===== src/hdl/indexed_deque_macros.svh =====
// Assertion helpers for the indexed deque.
`ifndef INDEXED_DEQUE_MACROS_SVH
`define INDEXED_DEQUE_MACROS_SVH

// Clocked check, masked while reset is held.
`define IDQ_ASSERT(lbl, prop, msg) \
    lbl: assert property (@(posedge i_clk) disable iff (!i_rst_n) prop) \
        else $error(msg);

// Clocked check that also holds through reset.
`define IDQ_ASSERT_ALWAYS(lbl, prop, msg) \
    lbl: assert property (@(posedge i_clk) prop) \
        else $error(msg);

`endif


===== src/hdl/idq_pkg.sv =====
package idq_pkg;

    // store geometry
    localparam int DEPTH      = 16;
    localparam int DATA_WIDTH = 32;
    localparam int PTR_W      = $clog2(DEPTH);
    localparam int CNT_W      = $clog2(DEPTH + 1);

    // field widths
    localparam int REQ_W = 3;
    localparam int VAL_W = 32;
    localparam int POS_W = 4;
    localparam int ST_W  = 2;
    localparam int RD_W  = 32;
    localparam int EC_W  = 5;

    localparam int IN_TDATA_W  = ((VAL_W + POS_W + 7) / 8) * 8;
    localparam int OUT_TDATA_W = ((RD_W + EC_W + 7) / 8) * 8;

    typedef logic [REQ_W-1:0]      t_req;
    typedef logic [ST_W-1:0]       t_status;
    typedef logic [PTR_W-1:0]      t_ptr;
    typedef logic [CNT_W-1:0]      t_cnt;
    typedef logic [DATA_WIDTH-1:0] t_data;

    localparam t_req REQ_PUSH_FRONT = 3'd0;
    localparam t_req REQ_PUSH_BACK  = 3'd1;
    localparam t_req REQ_POP_FRONT  = 3'd2;
    localparam t_req REQ_POP_BACK   = 3'd3;
    localparam t_req REQ_READ_AT    = 3'd4;
    localparam t_req REQ_WRITE_AT   = 3'd5;

    localparam t_status ST_OK    = 2'd0;
    localparam t_status ST_FULL  = 2'd1;
    localparam t_status ST_EMPTY = 2'd2;
    localparam t_status ST_RANGE = 2'd3;

    // ring add, both operands below DEPTH
    function automatic t_ptr wrap_add(input t_ptr a, input t_ptr b);
        logic [PTR_W:0] s;
        s = {1'b0, a} + {1'b0, b};
        if (s >= (PTR_W+1)'(DEPTH)) begin
            s = s - (PTR_W+1)'(DEPTH);
        end
        return s[PTR_W-1:0];
    endfunction

endpackage


===== src/hdl/indexed_deque.sv =====
// indexed_deque: bounded double-ended queue on a 16-entry register ring.
// Each request passes the input register, then the result register; a stall on the
//   result channel holds both.
// Throughput: one request per cycle while the result channel is not stalled; each request
//   reads or writes one ring slot and updates the front pointer and count in a single pass.
// Reset (i_rst_n low, synchronous): front pointer, count and both valid flags clear;
//   ring contents are not cleared and are only read once written.
`include "indexed_deque_macros.svh"

module indexed_deque (
    input  logic                             i_clk,
    input  logic                             i_rst_n,
    // request channel
    input  logic                             i_s_axis_tvalid,
    output logic                             o_s_axis_tready,
    // tdata: [31:0] item_value, [35:32] position, [39:36] zero
    input  logic [idq_pkg::IN_TDATA_W-1:0]   i_s_axis_tdata,
    // tuser: [2:0] req_type
    input  logic [idq_pkg::REQ_W-1:0]        i_s_axis_tuser,
    // result channel
    output logic                             o_m_axis_tvalid,
    input  logic                             i_m_axis_tready,
    // tdata: [31:0] read_data, [36:32] entry_count, [39:37] zero
    output logic [idq_pkg::OUT_TDATA_W-1:0]  o_m_axis_tdata,
    // tuser: [1:0] status
    output logic [idq_pkg::ST_W-1:0]         o_m_axis_tuser
);
    import idq_pkg::*;

    // ------------------------------------------------------------------
    // Input register stage
    // ------------------------------------------------------------------
    logic              r_in_valid;
    t_req              r_req;
    logic [VAL_W-1:0]  r_val;
    logic [POS_W-1:0]  r_pos;

    // ------------------------------------------------------------------
    // Deque state
    // ------------------------------------------------------------------
    t_data             r_store [DEPTH];
    t_ptr              r_front;
    t_cnt              r_count;

    // ------------------------------------------------------------------
    // Result register
    // ------------------------------------------------------------------
    logic              r_out_valid;
    t_status           r_out_status;
    logic [RD_W-1:0]   r_out_rd;
    logic [EC_W-1:0]   r_out_count;

    logic              in_xfer;
    logic              advance;

    // Input stage moves on when the result register is empty or drains this cycle.
    assign advance         = r_in_valid && (!r_out_valid || i_m_axis_tready);
    assign o_s_axis_tready = !r_in_valid || advance;
    assign in_xfer         = i_s_axis_tvalid && o_s_axis_tready;

    // ------------------------------------------------------------------
    // Request decode and state update
    // ------------------------------------------------------------------
    t_status           n_status;
    logic [RD_W-1:0]   n_rd;
    t_cnt              n_count;
    t_ptr              n_front;
    logic              wr_en;
    t_ptr              wr_addr;
    t_ptr              rd_addr;
    t_data             rd_raw;
    t_data             wr_data;
    t_ptr              front_dec;
    t_ptr              front_inc;
    t_ptr              back_slot;   // slot one past the last entry
    t_ptr              last_slot;   // slot of the last entry
    t_ptr              pos_slot;
    t_cnt              count_m1;
    logic              is_full;
    logic              is_empty;
    logic              pos_ok;

    assign is_full   = (r_count == CNT_W'(DEPTH));
    assign is_empty  = (r_count == '0);
    assign pos_ok    = (CNT_W'(r_pos) < r_count);
    assign count_m1  = r_count - CNT_W'(1);
    assign front_dec = (r_front == '0) ? PTR_W'(DEPTH - 1) : r_front - PTR_W'(1);
    assign front_inc = wrap_add(r_front, PTR_W'(1));
    assign back_slot = wrap_add(r_front, r_count[PTR_W-1:0]);
    assign last_slot = wrap_add(r_front, count_m1[PTR_W-1:0]);
    assign pos_slot  = wrap_add(r_front, PTR_W'(r_pos));
    assign wr_data   = DATA_WIDTH'(signed'(r_val));
    assign rd_raw    = r_store[rd_addr];

    always_comb begin
        n_status = ST_OK;
        n_rd     = '0;
        n_count  = r_count;
        n_front  = r_front;
        wr_en    = 1'b0;
        wr_addr  = front_dec;
        rd_addr  = r_front;
        unique case (r_req)
            REQ_PUSH_FRONT: begin
                if (is_full) begin
                    n_status = ST_FULL;
                end else begin
                    wr_en   = 1'b1;
                    wr_addr = front_dec;
                    n_front = front_dec;
                    n_count = r_count + CNT_W'(1);
                end
            end
            REQ_PUSH_BACK: begin
                if (is_full) begin
                    n_status = ST_FULL;
                end else begin
                    wr_en   = 1'b1;
                    wr_addr = back_slot;
                    n_count = r_count + CNT_W'(1);
                end
            end
            REQ_POP_FRONT: begin
                rd_addr = r_front;
                if (is_empty) begin
                    n_status = ST_EMPTY;
                end else begin
                    n_rd    = RD_W'(signed'(rd_raw));
                    n_front = front_inc;
                    n_count = count_m1;
                end
            end
            REQ_POP_BACK: begin
                rd_addr = last_slot;
                if (is_empty) begin
                    n_status = ST_EMPTY;
                end else begin
                    n_rd    = RD_W'(signed'(rd_raw));
                    n_count = count_m1;
                end
            end
            REQ_READ_AT: begin
                rd_addr = pos_slot;
                if (!pos_ok) begin
                    n_status = ST_RANGE;
                end else begin
                    n_rd = RD_W'(signed'(rd_raw));
                end
            end
            REQ_WRITE_AT: begin
                wr_addr = pos_slot;
                if (!pos_ok) begin
                    n_status = ST_RANGE;
                end else begin
                    wr_en = 1'b1;
                end
            end
            default: begin
                // unused codes: report ok and leave everything as is
            end
        endcase
    end

    // ------------------------------------------------------------------
    // Control registers
    // ------------------------------------------------------------------
    always_ff @(posedge i_clk) begin
        if (!i_rst_n) begin
            r_in_valid  <= 1'b0;
            r_out_valid <= 1'b0;
            r_front     <= '0;
            r_count     <= '0;
        end else begin
            if (in_xfer) begin
                r_in_valid <= 1'b1;
            end else if (advance) begin
                r_in_valid <= 1'b0;
            end
            if (advance) begin
                r_out_valid <= 1'b1;
                r_front     <= n_front;
                r_count     <= n_count;
            end else if (i_m_axis_tready) begin
                r_out_valid <= 1'b0;
            end
        end
    end

    // ------------------------------------------------------------------
    // Payload registers and ring store
    // ------------------------------------------------------------------
    always_ff @(posedge i_clk) begin
        if (in_xfer) begin
            r_req <= i_s_axis_tuser;
            r_val <= i_s_axis_tdata[VAL_W-1:0];
            r_pos <= i_s_axis_tdata[VAL_W +: POS_W];
        end
        if (advance) begin
            r_out_status <= n_status;
            r_out_rd     <= n_rd;
            r_out_count  <= EC_W'(n_count);
        end
        if (advance && wr_en) begin
            r_store[wr_addr] <= wr_data;
        end
    end

    assign o_m_axis_tvalid = r_out_valid;
    assign o_m_axis_tuser  = r_out_status;
    assign o_m_axis_tdata  = {(OUT_TDATA_W - RD_W - EC_W)'(0), r_out_count, r_out_rd};

    // ------------------------------------------------------------------
    // Assertions
    // ------------------------------------------------------------------
    logic              req_err;     // request rejected in this pass
    logic              push_ok;     // push taken in this pass
    logic              out_err;     // result register holds an error

    assign req_err = advance && (n_status != ST_OK);
    assign push_ok = advance && (n_status == ST_OK)
                     && ((r_req == REQ_PUSH_FRONT) || (r_req == REQ_PUSH_BACK));
    assign out_err = r_out_valid && (r_out_status != ST_OK);

    `IDQ_ASSERT_ALWAYS(a_reset_idle, !i_rst_n |=> !r_in_valid && !r_out_valid, "stale valid")
    `IDQ_ASSERT(a_count_bound, r_count <= CNT_W'(DEPTH), "entry count above depth")
    `IDQ_ASSERT(a_err_no_change, req_err |=> $stable(r_count) && $stable(r_front), "state moved")
    `IDQ_ASSERT(a_push_grows, push_ok |=> r_count == $past(r_count) + CNT_W'(1), "push lost")
    `IDQ_ASSERT(a_err_zero_data, out_err |-> r_out_rd == '0, "error result carries data")

endmodule


===== config.mk =====
export PLATFORM = sky130hd
export DESIGN_NAME = indexed_deque
export DESIGN_NICKNAME = d
export VERILOG_FILES = /design/src/hdl/idq_pkg.sv /design/src/hdl/indexed_deque.sv
export VERILOG_INCLUDE_DIRS = /design/src /design/src/hdl
export SDC_FILE = /design/constraint.sdc
export NUM_CORES = 1
export LEC_CHECK = 0
export ABC_AREA = 0
export BUFFER_PORTS_ARGS = -buffer_cell sky130_fd_sc_hd__buf_2
export CAP_MARGIN = 10
export CORE_UTILIZATION = 50
export DETAILED_ROUTE_END_ITERATION = 7
export MAX_ROUTING_LAYER = met4
export PLACE_DENSITY = 0.73
export SYNTH_ARGS = -nofsm -noshare
export SYNTH_HDL_FRONTEND = slang
export SYNTH_SLANG_ARGS = --single-unit

===== constraint.sdc =====
create_clock -name i_clk -period 5.2 [get_ports i_clk]
set_input_delay 0.52 -clock i_clk [delete_from_list [all_inputs] [get_ports i_clk]]
set_output_delay 0.52 -clock i_clk [all_outputs]
set_load 0.05 [all_outputs]

==> results by group <==
Drt
  • Initial drt markers: 1967
  • DR vias: 14657
  • Drt first pass iters: 8
  • Post-Route WL: 54.3 mm
  • ANT nets after route: 0
  • WL/cell: 21.6 µm
  • Via/cell ratio: 5.82
  • DRC: 3

Synth
  • Syn Area/Cell: 13.3 µm²
  • Leading area contributor after synthesis: edfxtp_1
  • Synthesized area: 23800 µm²
  • Top-count cell post-synth: edfxtp_1
  • Sequential share of the synthesized area: 75.3%
  • Ys flop type: edfxtp_1
  • Number of synthesized flops with an enable pin: 590
  • Commonest cells post-synth: edfxtp_1, nand2_1, nand3_1, buf_2, nand4_1
  • Yosys warnings: 0
  • Post-Syn Instances: 1789
  • Async set-or-reset flop fraction in the synthesized netlist: 0%
  • Unique masters post-synth: 56
  • Synth area leaders: edfxtp_1, nand2_1, nand3_1
  • Yosys top cell area share: 74.4%
  • Post-synthesis register bit count: 601

Clock network
  • Post-CTS setup buffers: 0
  • CTS Buf Count: 57
  • Clk root buf: clkbuf_16
  • Number of gates resized after CTS: 0
  • Clk sinks: 601
  • H-tree levels: 2
  • Hold buffers post-CTS: 0
  • CTS tree: built
  • Clock Latency Late Sink: 0.61 ns
  • Clock buffer depth: 3
  • Clock-pin slew on the worst setup and hold paths: 0.06 ns

GRT
  • Initial antenna violation count: 0
  • Largest net degree at the start of global routing: 189
  • Gr usage total: 23.4%
  • Global-route wire length before repair: 82.0 mm
  • Grt ovf: 0
  • Vias in the first global route: 14241

Status
  • Status: finished, violations left
  • Failing checks: DRC

Placement
  • PortBufs: 83
  • DP Wirelength: 27.1 mm
  • Cell Count Post-Placement: 2419
  • Pre-CTS WS: 1.03 ns
  • GPL Wtd Cong: 0.826

Timing
  • Rel. slew slack: 19.3%
  • Min cycle time layout: 4.03 ns
  • Final Hold Viols: 0
  • Skew final: 0.0127 ns
  • Worst Tran Pin Value: 1.21 ns
  • Max Freq: 248 MHz
  • RSZ-0062 raised after global routing: false
  • Max-slew violations: 0
  • Final setup vio count: 0
  • Fin crit share: 77.5%
  • Final setup margin: 1.17 ns

Floorplanning
  • Site Rows: 79
  • Core ar.: 46800 µm²
  • Die width: 220 µm
  • IO Count: 91
  • Die Span Y: 220 µm
  • Initial Util: 51.0%
  • Die area: 48500 µm²

Pwr
  • P_leak: 9.17 nW
  • Power per cell area: 376 nW/µm²
  • Peak supply drop: 0.256 mV

Worst setup path
  • Worst Setup End Kind: flop
  • Crit path kind: flop to flop
  • Crit-path max FO: 27
  • Crit-path cells: ha_1, fa_1, nand3_1, o21ai_1, a221oi_2, buf_4, nand2b_1, nor3_2, buf_4
  • Buffers & Inverters on Critical Path: 2
  • Largest stage delay on the critical path: 0.70 ns
  • Critical Path Start Type: flop
  • Slowest CP cell: dfxtp_1
  • WP data arrival: 4.27 ns
  • CP required: 5.44 ns
  • CP dominant cell by count: buf_4
  • Delay-heaviest family, CP: simple AND/OR/NAND/NOR gates

Cells and area
  • Multi-input gate area: 5480 µm²
  • Area Overhead vs Synth: 12.5%
  • Final net count: 1939
  • Filler cells: 3601
  • Antenna fix cells: 0
  • Layout cells sized above 1: 12.4%
  • Final non-filler cell total: 2520
  • Register Area: 17900 µm²

Job
  • Max-Cap Viols: 0

Worst hold path
  • Hold WC Path Type: input port to flop
==> cells in the final DEF, fill, tap and decap left out, drive strengths merged, types with 23 or more instances in the layout <==
cell    synthesis  final
nor2           23     23
nand2         532    532
nand4          65     65
clkinv          1     28
clkbuf          6     67
edfxtp        590    590
nand3         262    262
o22ai          32     32
buf            98    125
==> worst reg2reg max path, stage by stage, from the launching register on <==
cell and delay, ns:
dfxtp_1 0.70, ha_1 0.31, fa_1 0.45, nand3_1 0.09, o21ai_1 0.08, a221oi_2 0.24, buf_4 0.27, nand2b_1 0.30
nor3_2 0.62, buf_4 0.59
==> registers in the layout (all words and copies together) (netlist names) <==
register / count
r_store: 512
r_out_rd: 32
r_val: 32
r_count: 5
r_out_count: 5
r_front: 4
r_pos: 4
r_req: 3
o_m_axis_tuser: 2
o_m_axis_tvalid: 1
r_in_valid: 1
==> cell type report <==
type,instances,share of cell area [%]
clock buffers,66,5.53
clock inverters,34,0.948
multi-input cells,1076,20.4
repair buffers,126,3.17
flip-flops and latches,601,66.9
inverters,10,0.140
well taps,607,2.83
==> kinds of logic (layout without fill, tap and decap cells) <==
logic type	after synthesis	count (layout)	share of synthesized area (%)
muxes	5	5	0.221
other	1	3	0.0157
AOI/OAI and AO/OA	96	96	2.83
xor gates and xnor gates	17	17	0.625
adders and majority gates	20	20	1.14
and+or+nand+nor	935	935	17.5
buffers and inverters	114	236	2.41
DFF	601	601	75.3
==> per-stage QoR <==
step | util (%) | TNS (ns) | total power, mW | hold slack, ns | cell area (µm²)
2_1_floorplan | - | -35.33 | 6.04 | 0.486 | 23900
3_3_place_gp | 53.6 | 0 | 6.26 | 0.505 | 25100
3_5_place_dp | 53.6 | 0 | 6.27 | 0.514 | 25100
4_1_cts | 57.3 | 0 | 10.1 | 0.0495 | 26800
5_1_grt | 57.3 | 0 | 10.4 | 0.0548 | 26800
6_report | 57.3 | 0 | 10.1 | 0.0804 | 26800
==> per-layer routing <==
layer,track usage (%),share of wire (%),vias up
met4,7.68,2.5,0
li1,-,-,6703
met5,-,0,-
met3,3.53,7.8,104
met1,31.7,42,7227
met2,36.5,48,623
==> power breakdown <==
part / total, mW / switching [mW] / internal, mW
Clock: 3.91 / 1.73 / 2.17
Sequential: 5.45 / 0.0715 / 5.38
Combinational: 0.721 / 0.510 / 0.211
==> final timing paths <==
| check | startpoint | to | slack [ns] | cells after the start |
|---|---|---|---|---|
| worst max-delay path | r_front[0] | r_store[13][0] | 1.17 | 9 |
| worst min-delay path | i_s_axis_tdata[21] | r_val[21] | 0.08 | 1 |
| worst max register to register | r_front[0] | r_store[13][0] | 1.17 | 9 |
| worst min register to register | r_in_valid | o_m_axis_tvalid | 0.53 | 1 |
Note: power is estimated with default switching activity, not from simulation.
